--- config.mk ---
export PLATFORM = sky130hd
export DESIGN_NAME = mhs_science_packet_deframer_flat
export DESIGN_NICKNAME = d
export VERILOG_FILES = /design/src/design/mhsd_pkg.sv /design/src/design/mhsd_byte_if.sv /design/src/design/mhsd_word_if.sv /design/src/design/mhsd_decode.sv /design/src/design/mhs_science_packet_deframer.sv /design/src/flat_wrapper.sv
export SDC_FILE = /design/constraint.sdc
export NUM_CORES = 1
export LEC_CHECK = 0
export BUFFER_PORTS_ARGS = -buffer_cell sky130_fd_sc_hd__buf_4
export CAP_MARGIN = 0
export CORE_MARGIN = 5
export CORE_UTILIZATION = 60
export CTS_CLUSTER_SIZE = 12
export DETAILED_ROUTE_END_ITERATION = 10
export HOLD_SLACK_MARGIN = 0.15
export PLACE_DENSITY = 0.92
export SYNTH_ARGS = -nofsm -noshare
export SYNTH_HDL_FRONTEND = slang
export SYNTH_SLANG_ARGS = --single-unit
--- constraint.sdc ---
create_clock -name clk -period 15.38 [get_ports clk]
set_input_delay 3.845 -clock clk [delete_from_list [all_inputs] [get_ports clk]]
set_output_delay 3.845 -clock clk [all_outputs]
set_load 0.01 [all_outputs]
--- src/design/mhsd_pkg.sv ---
// Shared types and constants for the science packet deframer.
// No dependencies; used by the decoder, the top level and the testbench.
package mhsd_pkg;

	localparam int CNT_W  = 11;
	localparam int LINE_W = 16;

	localparam logic [CNT_W-1:0] PKT_LAST   = 11'd1285;
	localparam logic [CNT_W-1:0] OFS_MUX    = 11'd9;
	localparam logic [CNT_W-1:0] OFS_SHELF  = 11'd12;
	localparam logic [CNT_W-1:0] OFS_STATUS = 11'd39;
	localparam logic [CNT_W-1:0] PIX_BASE   = 11'd49;
	localparam logic [CNT_W-1:0] PRT_BASE   = 11'd1225;
	localparam logic [CNT_W-1:0] PCAL_BASE  = 11'd1235;
	localparam logic [CNT_W-1:0] PCAL_END   = 11'd1241;

	localparam logic [6:0] CAL_GROUP  = 7'd90;
	localparam logic [6:0] WARM_GROUP = 7'd94;
	localparam logic [6:0] LAST_POS   = 7'd89;
	localparam logic [6:0] MAX_FRAME  = 7'd79;

	// 2^16 / 12 rounded up; exact quotient for offsets below 1176
	localparam logic [12:0] RECIP_12 = 13'd5462;

	localparam logic [2:0] KIND_PIXEL  = 3'd0;
	localparam logic [2:0] KIND_COLD   = 3'd1;
	localparam logic [2:0] KIND_WARM   = 3'd2;
	localparam logic [2:0] KIND_PRT    = 3'd3;
	localparam logic [2:0] KIND_PCAL   = 3'd4;
	localparam logic [2:0] KIND_MUX    = 3'd5;
	localparam logic [2:0] KIND_SHELF  = 3'd6;
	localparam logic [2:0] KIND_STATUS = 3'd7;

	localparam logic [1:0] WMODE_BYTE   = 2'd0;
	localparam logic [1:0] WMODE_PAIR   = 2'd1;
	localparam logic [1:0] WMODE_NIBBLE = 2'd2;

	typedef struct packed {
		logic       emit;
		logic       hold;
		logic [2:0] kind;
		logic [2:0] chan;
		logic [6:0] pixel;
		logic [2:0] slot;
		logic [1:0] wmode;
	} dec_t;

endpackage

--- src/design/mhsd_byte_if.sv ---
// Input channel: one instrument byte with its frame number and byte index.
// Plain valid/ready handshake; no package dependency.
interface mhsd_byte_if;
	logic       valid;
	logic       ready;
	logic [6:0] minor_frame;
	logic [5:0] byte_index;
	logic [7:0] byte_value;

	modport source (output valid, minor_frame, byte_index, byte_value, input ready);
	modport sink   (input valid, minor_frame, byte_index, byte_value, output ready);
endinterface

--- src/design/mhsd_word_if.sv ---
// Output channel: one decoded packet word with its tags.
// Plain valid/ready handshake; no package dependency.
interface mhsd_word_if;
	logic        valid;
	logic        ready;
	logic [2:0]  kind;
	logic [2:0]  chan;
	logic [6:0]  pixel;
	logic [2:0]  slot;
	logic [15:0] line;
	logic [15:0] word;

	modport source (output valid, kind, chan, pixel, slot, line, word, input ready);
	modport sink   (input valid, kind, chan, pixel, slot, line, word, output ready);
endinterface

--- src/design/mhsd_decode.sv ---
// Packet offset decoder: maps a packet byte offset to word kind, tags and role.
// Depends on mhsd_pkg.
module mhsd_decode (
	input  logic [10:0]    offset,
	input  logic [6:0]     limit,
	output mhsd_pkg::dec_t dec
);

	logic [10:0] rel;
	logic [23:0] prod;
	logic [6:0]  pos;
	logic [10:0] pos12;
	logic [10:0] rem_full;
	logic [3:0]  m;
	logic [3:0]  k;
	logic [10:0] prt_rel;
	logic        in_pix;
	logic        in_prt;

	assign rel      = offset - mhsd_pkg::PIX_BASE;
	assign prod     = 24'(rel) * 24'(mhsd_pkg::RECIP_12);
	assign pos      = prod[22:16];
	assign pos12    = (11'(pos) << 3) + (11'(pos) << 2);
	assign rem_full = rel - pos12;
	assign m        = rem_full[3:0];
	assign k        = m - 4'd2;
	assign in_pix   = (offset >= mhsd_pkg::PIX_BASE) && (offset < mhsd_pkg::PRT_BASE);
	assign in_prt   = (offset >= mhsd_pkg::PRT_BASE) && (offset < mhsd_pkg::PCAL_END);
	assign prt_rel  = offset - ((offset < mhsd_pkg::PCAL_BASE) ? mhsd_pkg::PRT_BASE
	                                                           : mhsd_pkg::PCAL_BASE);

	always_comb begin
		dec = '0;
		if (offset == mhsd_pkg::OFS_MUX) begin
			dec.emit = 1'b1;
			dec.kind = mhsd_pkg::KIND_MUX;
		end else if (offset == mhsd_pkg::OFS_SHELF) begin
			dec.emit = 1'b1;
			dec.kind = mhsd_pkg::KIND_SHELF;
		end else if (offset == mhsd_pkg::OFS_STATUS) begin
			dec.emit = 1'b1;
			dec.kind = mhsd_pkg::KIND_STATUS;
		end else if (in_pix) begin
			if ((m >= 4'd2) && ((pos >= mhsd_pkg::CAL_GROUP) || (pos < limit))) begin
				dec.hold  = ~k[0];
				dec.emit  = k[0];
				dec.chan  = k[3:1];
				dec.wmode = mhsd_pkg::WMODE_PAIR;
				if (pos < mhsd_pkg::CAL_GROUP) begin
					dec.kind  = mhsd_pkg::KIND_PIXEL;
					dec.pixel = mhsd_pkg::LAST_POS - pos;
				end else if (pos < mhsd_pkg::WARM_GROUP) begin
					dec.kind = mhsd_pkg::KIND_COLD;
					dec.slot = 3'(pos - mhsd_pkg::CAL_GROUP);
				end else begin
					dec.kind = mhsd_pkg::KIND_WARM;
					dec.slot = 3'(pos - mhsd_pkg::WARM_GROUP);
				end
			end
		end else if (in_prt) begin
			dec.hold  = ~prt_rel[0];
			dec.emit  = prt_rel[0];
			dec.kind  = (offset < mhsd_pkg::PCAL_BASE) ? mhsd_pkg::KIND_PRT
			                                           : mhsd_pkg::KIND_PCAL;
			dec.slot  = prt_rel[3:1];
			dec.wmode = mhsd_pkg::WMODE_NIBBLE;
		end
	end

endmodule

--- src/design/mhs_science_packet_deframer.sv ---
// Top level of the science packet deframer: input register, packet counters,
// offset decode and result register. Depends on mhsd_pkg, mhsd_byte_if,
// mhsd_word_if and mhsd_decode.
//
//   channel    dir  handshake     payload
//   bytes      in   valid/ready   minor_frame, byte_index, byte_value
//   words      out  valid/ready   kind, chan, pixel, slot, line, word
//   cfg        in   cfg_we        cfg_wdata = pixels_per_line
//
// One byte per cycle unless the word side stalls; each result passes through the
// input register, then the result register. Counters update as a byte leaves
// the input register. Reset clears counters, held byte and sets 90 positions.
// A stalled result holds both stages; bytes.ready drops only when both are full.
module mhs_science_packet_deframer (
	input  logic              clk,
	input  logic              arst_n,
	mhsd_byte_if.sink         bytes,
	mhsd_word_if.source       words,
	input  logic              cfg_we,
	input  logic [6:0]        cfg_wdata
);

	logic        v_s1;
	logic [6:0]  mf_s1;
	logic [5:0]  bi_s1;
	logic [7:0]  bv_s1;

	logic [10:0] cnt_q;
	logic [15:0] line_q;
	logic [7:0]  held_q;
	logic [6:0]  ppl_q;

	logic        res_vld_q;
	logic [2:0]  res_kind_q;
	logic [2:0]  res_chan_q;
	logic [6:0]  res_pixel_q;
	logic [2:0]  res_slot_q;
	logic [15:0] res_line_q;
	logic [15:0] res_word_q;

	logic        advance;
	logic        fire;
	logic [5:0]  lo;
	logic [5:0]  hi;
	logic        counted;
	logic        restart;
	logic [10:0] offset;
	logic [6:0]  limit;
	logic [15:0] word_val;
	logic [8:0]  nib_sum;
	mhsd_pkg::dec_t dec;

	assign advance     = ~res_vld_q | words.ready;
	assign bytes.ready = ~v_s1 | advance;

	always_comb begin
		lo = 6'd0;
		hi = 6'd49;
		case (mf_s1)
			7'd0:    lo = 6'd48;
			7'd26:   hi = 6'd33;
			7'd27:   lo = 6'd32;
			7'd53:   hi = 6'd17;
			7'd54:   lo = 6'd14;
			default: ;
		endcase
	end

	assign counted = (mf_s1 <= mhsd_pkg::MAX_FRAME) && (bi_s1 >= lo) && (bi_s1 <= hi);
	assign restart = ((mf_s1 == 7'd0) || (mf_s1 == 7'd27) || (mf_s1 == 7'd54))
	                 && (bi_s1 == lo);
	assign offset  = restart ? 11'd0 : cnt_q;
	assign limit   = (ppl_q > mhsd_pkg::CAL_GROUP) ? mhsd_pkg::CAL_GROUP : ppl_q;
	assign fire    = v_s1 & advance & counted;

	mhsd_decode u_decode (
		.offset (offset),
		.limit  (limit),
		.dec    (dec)
	);

	assign nib_sum = {1'b0, held_q[3:0], 4'b0000} + {1'b0, bv_s1};

	always_comb begin
		case (dec.wmode)
			mhsd_pkg::WMODE_PAIR:   word_val = {held_q, bv_s1};
			mhsd_pkg::WMODE_NIBBLE: word_val = {7'd0, nib_sum};
			default:                word_val = {8'd0, bv_s1};
		endcase
	end

	always_ff @(posedge clk or negedge arst_n) begin
		if (!arst_n) begin
			v_s1 <= 1'b0;
		end else if (bytes.ready) begin
			v_s1 <= bytes.valid;
		end
	end

	always_ff @(posedge clk) begin
		if (bytes.valid && bytes.ready) begin
			mf_s1 <= bytes.minor_frame;
			bi_s1 <= bytes.byte_index;
			bv_s1 <= bytes.byte_value;
		end
	end

	always_ff @(posedge clk or negedge arst_n) begin
		if (!arst_n) begin
			cnt_q  <= '0;
			line_q <= '0;
			held_q <= '0;
		end else if (fire) begin
			if (dec.hold) begin
				held_q <= bv_s1;
			end
			if (offset == mhsd_pkg::PKT_LAST) begin
				cnt_q  <= '0;
				line_q <= line_q + 16'd1;
			end else begin
				cnt_q <= offset + 11'd1;
			end
		end
	end

	always_ff @(posedge clk or negedge arst_n) begin
		if (!arst_n) begin
			ppl_q <= 7'd90;
		end else if (cfg_we) begin
			ppl_q <= cfg_wdata;
		end
	end

	always_ff @(posedge clk or negedge arst_n) begin
		if (!arst_n) begin
			res_vld_q <= 1'b0;
		end else if (advance) begin
			res_vld_q <= fire & dec.emit;
		end
	end

	always_ff @(posedge clk) begin
		if (fire && dec.emit) begin
			res_kind_q  <= dec.kind;
			res_chan_q  <= dec.chan;
			res_pixel_q <= dec.pixel;
			res_slot_q  <= dec.slot;
			res_line_q  <= line_q;
			res_word_q  <= word_val;
		end
	end

	assign words.valid = res_vld_q;
	assign words.kind  = res_kind_q;
	assign words.chan  = res_chan_q;
	assign words.pixel = res_pixel_q;
	assign words.slot  = res_slot_q;
	assign words.line  = res_line_q;
	assign words.word  = res_word_q;

`ifndef NO_ASSERTIONS
	a_cnt_range: assert property (@(posedge clk) disable iff (!arst_n)
		cnt_q <= mhsd_pkg::PKT_LAST)
		else $error("packet byte counter out of range");

	a_pixel_tags: assert property (@(posedge clk) disable iff (!arst_n)
		(words.valid && (words.kind == mhsd_pkg::KIND_PIXEL))
		|-> ((words.pixel <= mhsd_pkg::LAST_POS) && (words.chan <= 3'd4)))
		else $error("pixel word with bad tags");

	a_full_stall: assert property (@(posedge clk) disable iff (!arst_n)
		(v_s1 && res_vld_q && !words.ready) |-> !bytes.ready)
		else $error("byte taken while both stages are full");
`endif

endmodule

--- src/flat_wrapper.sv ---
// flat-port wrapper written by rule: the top's interface ports become plain ports
module mhs_science_packet_deframer_flat 
  (clk, arst_n, cfg_we, cfg_wdata, bytes_valid, bytes_minor_frame, bytes_byte_index, bytes_byte_value, bytes_ready, words_valid, words_kind, words_chan, words_pixel, words_slot, words_line, words_word, words_ready);
  mhsd_byte_if bytes_i ();
  mhsd_word_if words_i ();
  input  logic clk;
  input  logic arst_n;
  input  logic cfg_we;
  input  logic [6:0] cfg_wdata;
  input wire logic [$bits(bytes_i.valid)-1:0] bytes_valid;
  input wire logic [$bits(bytes_i.minor_frame)-1:0] bytes_minor_frame;
  input wire logic [$bits(bytes_i.byte_index)-1:0] bytes_byte_index;
  input wire logic [$bits(bytes_i.byte_value)-1:0] bytes_byte_value;
  output wire logic [$bits(bytes_i.ready)-1:0] bytes_ready;
  output wire logic [$bits(words_i.valid)-1:0] words_valid;
  output wire logic [$bits(words_i.kind)-1:0] words_kind;
  output wire logic [$bits(words_i.chan)-1:0] words_chan;
  output wire logic [$bits(words_i.pixel)-1:0] words_pixel;
  output wire logic [$bits(words_i.slot)-1:0] words_slot;
  output wire logic [$bits(words_i.line)-1:0] words_line;
  output wire logic [$bits(words_i.word)-1:0] words_word;
  input wire logic [$bits(words_i.ready)-1:0] words_ready;
  assign bytes_i.valid = bytes_valid;
  assign bytes_i.minor_frame = bytes_minor_frame;
  assign bytes_i.byte_index = bytes_byte_index;
  assign bytes_i.byte_value = bytes_byte_value;
  assign bytes_ready = bytes_i.ready;
  assign words_valid = words_i.valid;
  assign words_kind = words_i.kind;
  assign words_chan = words_i.chan;
  assign words_pixel = words_i.pixel;
  assign words_slot = words_i.slot;
  assign words_line = words_i.line;
  assign words_word = words_i.word;
  assign words_i.ready = words_ready;
  mhs_science_packet_deframer u_core (.clk(clk), .arst_n(arst_n), .bytes(bytes_i), .words(words_i), .cfg_we(cfg_we), .cfg_wdata(cfg_wdata));
endmodule
### Word-level counts from Yosys, hierarchy flattened

Index checks and enable logic that the tools add are counted.

* latch bits: 0
* logic and storage cells: 111
* bits in writable memories: 0
* memories kept: 0
* flip-flop bits (word level): 113
* output and inout bits: 50
* ROM bits: 0

* div/mod/pow operators: 0
* order comparisons: 14
* add/sub/neg operators: 11
* eq/ne operators: 11
* reduce and logical (&&, ||, !) cells: 17
* muxes and demuxes: 29
* bitwise gates (word level): 12
* $mul: 1
* shift-type cells: 0

Operators by type and width (count)
* less-than comparator 11 bit, second input constant: 3
* case mux 16 bit (2 select lines): 1
* equality test 11 x 4 -> 1 bit, second input constant: 2
* multiplier 11 x 12 -> 22 bit, second input constant: 1
* 2-to-1 mux 11 bit: 2
* 2-to-1 mux 20 bit: 1
* 2-to-1 mux 5 bit: 4
* case mux 6 bit (3 select lines): 1
* adder 16 x 1 -> 16 bit, second input constant: 1
* equality test 7 x 5 -> 1 bit, second input constant: 2
* equality test 7 x 6 -> 1 bit, second input constant: 2
* less-than comparator 7 bit, second input constant: 2
* 2-to-1 mux 2 bit: 7
* 2-to-1 mux 7 bit: 2
* case mux 6 bit (2 select lines): 1
* adder 11 x 1 -> 11 bit, second input constant: 1
* equality test 11 bit, second input constant: 1
* equality test 11 x 6 -> 1 bit, second input constant: 1
* >= comparator 11 bit, second input constant: 1
* >= comparator 11 x 6 -> 1 bit, second input constant: 1
* subtractor 11 x 6 -> 11 bit, second input constant: 1
* adder 8 x 8 -> 9 bit: 1
* 2-to-1 mux 3 bit: 3
* logical AND 1 bit: 8
* 27 further kinds: 45

### Longest topological paths before layout

* depth after elaboration: 18
* depth in mapped cells: 42
* mapped depth without buffers: 41

### Cells and area by module

Synthesis repeated with hierarchy kept, for this count alone.

* cells, all modules: 777
* area total of the unflattened synthesis: 8410.6 um2

By module, submodules not included
* mhs_science_packet_deframer: sequential area each 3178.0 um2, area an instance 4978.5 um2, cells each 360, instances 1
* mhsd_decode: sequential area each 0.0 um2, area an instance 3432.0 um2, cells each 417, instances 1

### Worst setup path before layout

Ideal clock, no wire load.

* kind: register -> register
* start: register u_core.mf_s1[4]
* end: register u_core.res_chan_q[0], in the netlist u_core.words.chan[0] (enable)
* slack: 4.447 ns
* stages on the path, launching flop included: 38
* clock period less this slack: 10.933 ns
* data arrival time: 10.464 ns
* data required time: 14.911 ns
* setup time: 0.469 ns
* path through: edfxtp_1 or4_1 a21oi_1 inv_1 ha_1 nand3_1 nor3_1 o21ai_2 clkbuf_1 nand2_1 ha_1 nor3b_1 o21ai_1 xor2_1 nand2_1 ha_1 inv_1 fa_1 [2 not listed] inv_1 fa_1 fa_1 inv_1 ha_1 a21oi_1 and4_1 a22oi_1 a21oi_1 xor2_1 inv_1 ha_1 a211oi_1 nand4_1 o221ai_1 a32o_2 nand2_1 a21oi_1

* word-level cells in the longest chain between the ends: 17
* elaborated cells between the ends (all ways): 45
* those cells by class: add/sub: 5; mul: 1; order compare: 10; eq/ne: 8; mux: 9; bitwise: 1; reduce/logical: 11

Ends and longest elaborated chain
* from (decl): line mhs_science_packet_deframer.sv:24 `logic [6:0] mf_s1;`
* from (signal assigned): line mhs_science_packet_deframer.sv:102 `mf_s1 <= bytes.minor_frame;`
* equality test 7 x 6 -> 1 bit (tied with other cells): line mhs_science_packet_deframer.sv:59, mhs_science_packet_deframer.sv:70
* case mux 6 bit (3 select lines) or logical OR 1 bit (tied branches): line mhs_science_packet_deframer.sv:59, mhs_science_packet_deframer.sv:70
* equality test 6 bit or logical OR 1 bit (tied branches): line mhs_science_packet_deframer.sv:71, mhs_science_packet_deframer.sv:70
* logical AND 1 bit: line mhs_science_packet_deframer.sv:71 `&& (bi_s1 == lo);`
* 2-to-1 mux 11 bit: line mhs_science_packet_deframer.sv:72 `assign offset = restart ? 11'd0 : cnt_q;`
* subtractor 11 x 6 -> 11 bit: line mhsd_decode.sv:20 `assign rel = offset - mhsd_pkg::PIX_BASE;`
* multiplier 11 x 12 -> 22 bit: line mhsd_decode.sv:21 `assign prod = 24'(rel) * 24'(mhsd_pkg::RECIP_12);`
* adder 4 bit: line mhsd_decode.sv:23 `assign pos12 = (11'(pos) << 3) + (11'(pos) << 2);`
* subtractor 4 bit: line mhsd_decode.sv:24 `assign rem_full = rel - pos12;`
* >= comparator 4 x 2 -> 1 bit: line mhsd_decode.sv:44 `if ((m >= 4'd2) && ((pos >= mhsd_pkg::CAL_GROUP) || (pos < limit))) begin`
* logical AND 1 bit: line mhsd_decode.sv:44
* 2-to-1 mux 20 bit: line mhsd_decode.sv:44
* 2-to-1 mux 5 bit: line mhsd_decode.sv:43 `end else if (in_pix) begin`
* 2-to-1 mux 1 bit: line mhsd_decode.sv:40 `end else if (offset == mhsd_pkg::OFS_STATUS) begin`
* 2-to-1 mux 1 bit: line mhsd_decode.sv:37 `end else if (offset == mhsd_pkg::OFS_SHELF) begin`
* 2-to-1 mux 1 bit: line mhsd_decode.sv:34 `if (offset == mhsd_pkg::OFS_MUX) begin`
* logical AND 1 bit *: line mhs_science_packet_deframer.sv:143 `if (fire && dec.emit) begin`
* to (signal assigned): line mhs_science_packet_deframer.sv:145 `res_chan_q <= dec.chan;`
* to (decl): line mhs_science_packet_deframer.sv:35 `logic [2:0] res_chan_q;`

Every way passes the cells marked *; elsewhere a longest branch is shown, timed or not.
A chain may end at the register's enable or synchronous reset.

### Final worst setup path

* start: register u_core.mf_s1[4]
* end: register u_core.res_word_q[6], in the netlist u_core.words.word[6], data pin

* word-level cells in the longest chain between the ends: 18
* elaborated cells between the ends (all ways): 36
* those cells by class: add/sub: 3; mul: 1; order compare: 7; eq/ne: 8; mux: 9; reduce/logical: 8

Ends and longest elaborated chain
* equality test 7 x 6 -> 1 bit (tied with other cells): line mhs_science_packet_deframer.sv:59, mhs_science_packet_deframer.sv:70
* case mux 6 bit (3 select lines) or logical OR 1 bit (tied branches): line mhs_science_packet_deframer.sv:59, mhs_science_packet_deframer.sv:70
* equality test 6 bit or logical OR 1 bit (tied branches): line mhs_science_packet_deframer.sv:71, mhs_science_packet_deframer.sv:70
* logical AND 1 bit *: line mhs_science_packet_deframer.sv:71
* 2-to-1 mux 11 bit *: line mhs_science_packet_deframer.sv:72
* subtractor 11 x 6 -> 11 bit *: line mhsd_decode.sv:20
* multiplier 11 x 12 -> 22 bit *: line mhsd_decode.sv:21
* net u_core.u_decode.prod[17]: line mhsd_decode.sv:10 `logic [23:0] prod;`
* [4 not listed]
* 2-to-1 mux 20 bit *: line mhsd_decode.sv:44
* 2-to-1 mux 5 bit *: line mhsd_decode.sv:43
* 2-to-1 mux 2 bit *: line mhsd_decode.sv:40
* 2-to-1 mux 2 bit *: line mhsd_decode.sv:37
* 2-to-1 mux 2 bit *: line mhsd_decode.sv:34
* equality test 2 bit or equality test 2 x 1 -> 1 bit (tied branches): line mhs_science_packet_deframer.sv:85 `case (dec.wmode)`
* case mux 16 bit (2 select lines) *: line mhs_science_packet_deframer.sv:85
* net u_core.word_val[6]: line mhs_science_packet_deframer.sv:49 `logic [15:0] word_val;`
* to (signal assigned): line mhs_science_packet_deframer.sv:149 `res_word_q <= word_val;`
* to (decl): line mhs_science_packet_deframer.sv:39 `logic [15:0] res_word_q;`

The timed path passes the listed nets; every way through them passes the cells marked *.

==> flow_metrics.env <==
export IMPL_synth_area_leaders="edfxtp_1 26%, ha_1 15%, dfrtp_1 13%"
export IMPL_number_of_buffers_inserted_for_hold_repair_after_clock_tree_synthesis=0
export IMPL_path_clk_slew_ns=0.06
export IMPL_die_height_um=124
export IMPL_grt_setup_unrepaired="false"
export IMPL_core_area_um2=12700
export IMPL_top_level_pins=83
export IMPL_worst_endpoint_required_ns=15.54
export IMPL_number_of_resized_instances_in_the_post_cts_repair_step=0
export IMPL_cts_buffers_inserted=17
export IMPL_n_antenna_cell=0
export IMPL_holdWs_ns=0.450
export IMPL_worst_path_largest_cell_delay_ns=0.57
export IMPL_timing_slew_headroom_pct=38.6
export IMPL_grtUsageTotal_pct=26.5
export IMPL_setup_tns_ns=0
export IMPL_timing_worst_setup_path_type="flip-flop to flip-flop"
export IMPL_ys_types=65
export IMPL_post_synth_cell_area_avg_um2=10.8
export IMPL_fp_dieArea_um2=15500
export IMPL_final_max_tran_viols=0
export IMPL_synth_warnings=0
export IMPL_initial_utilization_pct=61.8
export IMPL_top_area_cell_type_share_of_the_netlist_area_pct=26.3
export IMPL_netlist_instances=725
export IMPL_number_of_global_route_vias_before_repair=6335
export IMPL_nets=976
export IMPL_ant_nets=0
export IMPL_io_buffers=82
export IMPL_type_of_the_most_critical_hold_path="flip-flop to flip-flop"
export IMPL_proportion_of_register_bits_with_asynchronous_set_or_reset_after_synthesis_pct=38.9
export IMPL_clock_latency_ns=0.42
export IMPL_maximum_capacitance_violations=0
export IMPL_worst_path_max_fanout=19
export IMPL_most_common_layout_cells="96 x ha_1, 90 x inv_1, 85 x buf_4"
export IMPL_route_detailed_wl_per_inst_um=20.7
export IMPL_route_final_wire_length_mm=20.7
export IMPL_layout_drive_gt1_share_pct=19.1
export IMPL_clock_tree_from_tritoncts="done"
export IMPL_cpMaxStageDelayCell="or4_1"
export IMPL_timing_final_crit_period_ns=11.24
export IMPL_grt_start_max_net_pins=49
export IMPL_syn_area_um2=7870
export IMPL_postCtsSetupBuffers=0
export IMPL_vias=6146
export IMPL_synth_edff_count=69
export IMPL_crit_path_start_kind="flip-flop"
export IMPL_max_clock_freq_mhz=89.0
export IMPL_cts_htree_levels=4
export IMPL_area_sequential_um2=3180
export IMPL_place_gp_congestion=0.888
export IMPL_final_min_period_over_clock_period_pct=73.1
export IMPL_final_hold_viol_count=0
export IMPL_multi_input_comb_area_um2=4290
export IMPL_detailedPlacementHpwl_mm=13.4
export IMPL_synth_ff_type="edfxtp_1"
export IMPL_netlist_top_cell_by_area="edfxtp_1"
export IMPL_area_growth_synth_to_final_pct=18.2
export IMPL_drt_drc_violations_left=0
export IMPL_clkSinkCount=113
export IMPL_antenna_violations_before_repair=0
export IMPL_run_status="complete, no violations"
export IMPL_cp_arrival_ns=11.40
export IMPL_avgViaCountPerCell=6.16
export IMPL_n_fill_cell=778
export IMPL_worst_setup_path_end_kind="flip-flop"
export IMPL_clock_tree_buffer_depth=2
export IMPL_standard_cell_rows=41
export IMPL_timing_final_setup_violations=0
export IMPL_firstDrtPassIters=6
export IMPL_grt_pass1_wl_mm=32.9
export IMPL_initialDrtViolationCount=625
export IMPL_synth_net_count=888
export IMPL_synth_seq_area_share_pct=40.4
export IMPL_synth_seq_cells=113
export IMPL_global_route_overflow_total=0
export IMPL_die_width_um=124
export IMPL_clock_skew_ns=0.00834
export IMPL_clock_root_buffer="clkbuf_16"
export IMPL_layout_cells_most_common="ha_1"
export IMPL_worst_slew_pin_transition_ns=0.921
==> per-layer routing <==
layer / part of all wire (%) / vias to the layer above / track usage (%)
met5: 0 / - / 0
met4: 4.9 / 0 / 12.6
met3: 7.2 / 98 / 5.70
met2: 51 / 350 / 47.3
met1: 37 / 2967 / 30.1
li1: - / 2731 / -
==> worst max-delay path: cells and delay by family (launching register included) <==
kind / cells / cell delay [ns]
xor+xnor: 3 / 0.80
fa+ha+maj: 10 / 4.04
simple gates: 9 / 2.62
compound gates: 8 / 2.33
flops: 1 / 0.44
buf+inv: 7 / 0.73
==> final timing paths <==
| check | startpoint | endpoint | slack, ns | depth (start not counted) |
|---|---|---|---|---|
| max | u_core.mf_s1[4] | u_core.words.word[6] | 4.14 | 37 |
| min | u_core.bv_s1[2] | u_core.words.word[2] | 0.45 | 0 |
| max reg2reg | u_core.mf_s1[4] | u_core.words.word[6] | 4.14 | 37 |
| min reg2reg | u_core.bv_s1[2] | u_core.words.word[2] | 0.45 | 0 |
| max in group asynchronous | arst_n | u_core.cnt_q[2] | 11.54 | 1 |
| min in group asynchronous | arst_n | u_core.line_q[5] | 3.43 | 1 |
==> cells by family (layout without fill, tap and decap cells) <==
family                     count (synthesis)  after routing  share of synthesized area, %
AOI/OAI and AO/OA                        122            122                          10.7
xor gates and xnor gates                  42             42                          4.77
adders and majority gates                130            130                          23.9
buffers and inverters                    107            208                          5.15
DFF                                      113            113                          40.4
muxes                                     17             17                          2.80
and+or+nand+nor                          194            194                          12.3
==> state kept, by name, indices dropped and copies added (netlist names) <==
name,cells
u_core.bi_s1,6
u_core.bv_s1,8
u_core.cnt_q,11
u_core.held_q,8
u_core.line_q,16
u_core.mf_s1,7
u_core.ppl_q,7
u_core.v_s1,1
u_core.words.chan,3
u_core.words.kind,3
u_core.words.line,16
u_core.words.pixel,7
u_core.words.slot,3
u_core.words.valid,1
u_core.words.word,16
==> synth_stat cells, types with 3 or more instances <==
| cell | count |
|---|---|
| a211oi_1 | 3 |
| a21bo_2 | 3 |
| a21o_1 | 7 |
| a21oi_1 | 34 |
| a22o_1 | 4 |
| a31oi_1 | 4 |
| and2_1 | 13 |
| and3_1 | 6 |
| and4_1 | 3 |
| clkbuf_1 | 13 |
| dfrtp_1 | 40 |
| dfstp_2 | 4 |
| edfxtp_1 | 69 |
| fa_1 | 34 |
| ha_1 | 96 |
| inv_1 | 90 |
| mux2_2 | 8 |
| mux2_4 | 8 |
| nand2_1 | 63 |
| nand2b_1 | 8 |
| nand3_1 | 17 |
| nand4_1 | 11 |
| nor2_1 | 35 |
| nor2b_1 | 9 |
| nor3_1 | 8 |
| nor4_1 | 5 |
| o21a_1 | 3 |
| o21ai_0 | 21 |
| o21ai_1 | 3 |
| o21bai_1 | 5 |
| o221ai_1 | 3 |
| o22ai_1 | 5 |
| o31ai_1 | 7 |
| or2_2 | 6 |
| or3_1 | 3 |
| xnor2_1 | 24 |
| xor2_1 | 17 |
==> cell type report <==
type | count | share of cell area (%)
clock buffer | 19 | 4.87
clock inverter | 13 | 1.88
inverter | 91 | 3.68
multi-input combinational | 505 | 46.2
sequential | 113 | 34.2
tap | 172 | 2.32
timing repair buffer | 85 | 6.87
==> stage by stage <==
step / setup WS [ns] / cells / area, µm² / util, %
CTS: 4.33 / 998 / 9290 / 73.1
global placement: 5.12 / 966 / 8670 / 68.1
detailed placement: 4.73 / 966 / 8670 / 68.1
finish: 4.14 / 998 / 9290 / 73.1
global route: 3.55 / 998 / 9290 / 73.1
floorplan: 4.45 / 725 / 7870 / -
Power is left out: the tool's default activity adds up to more than one toggle a clock period on the data nets, which glitch-free logic cannot reach.
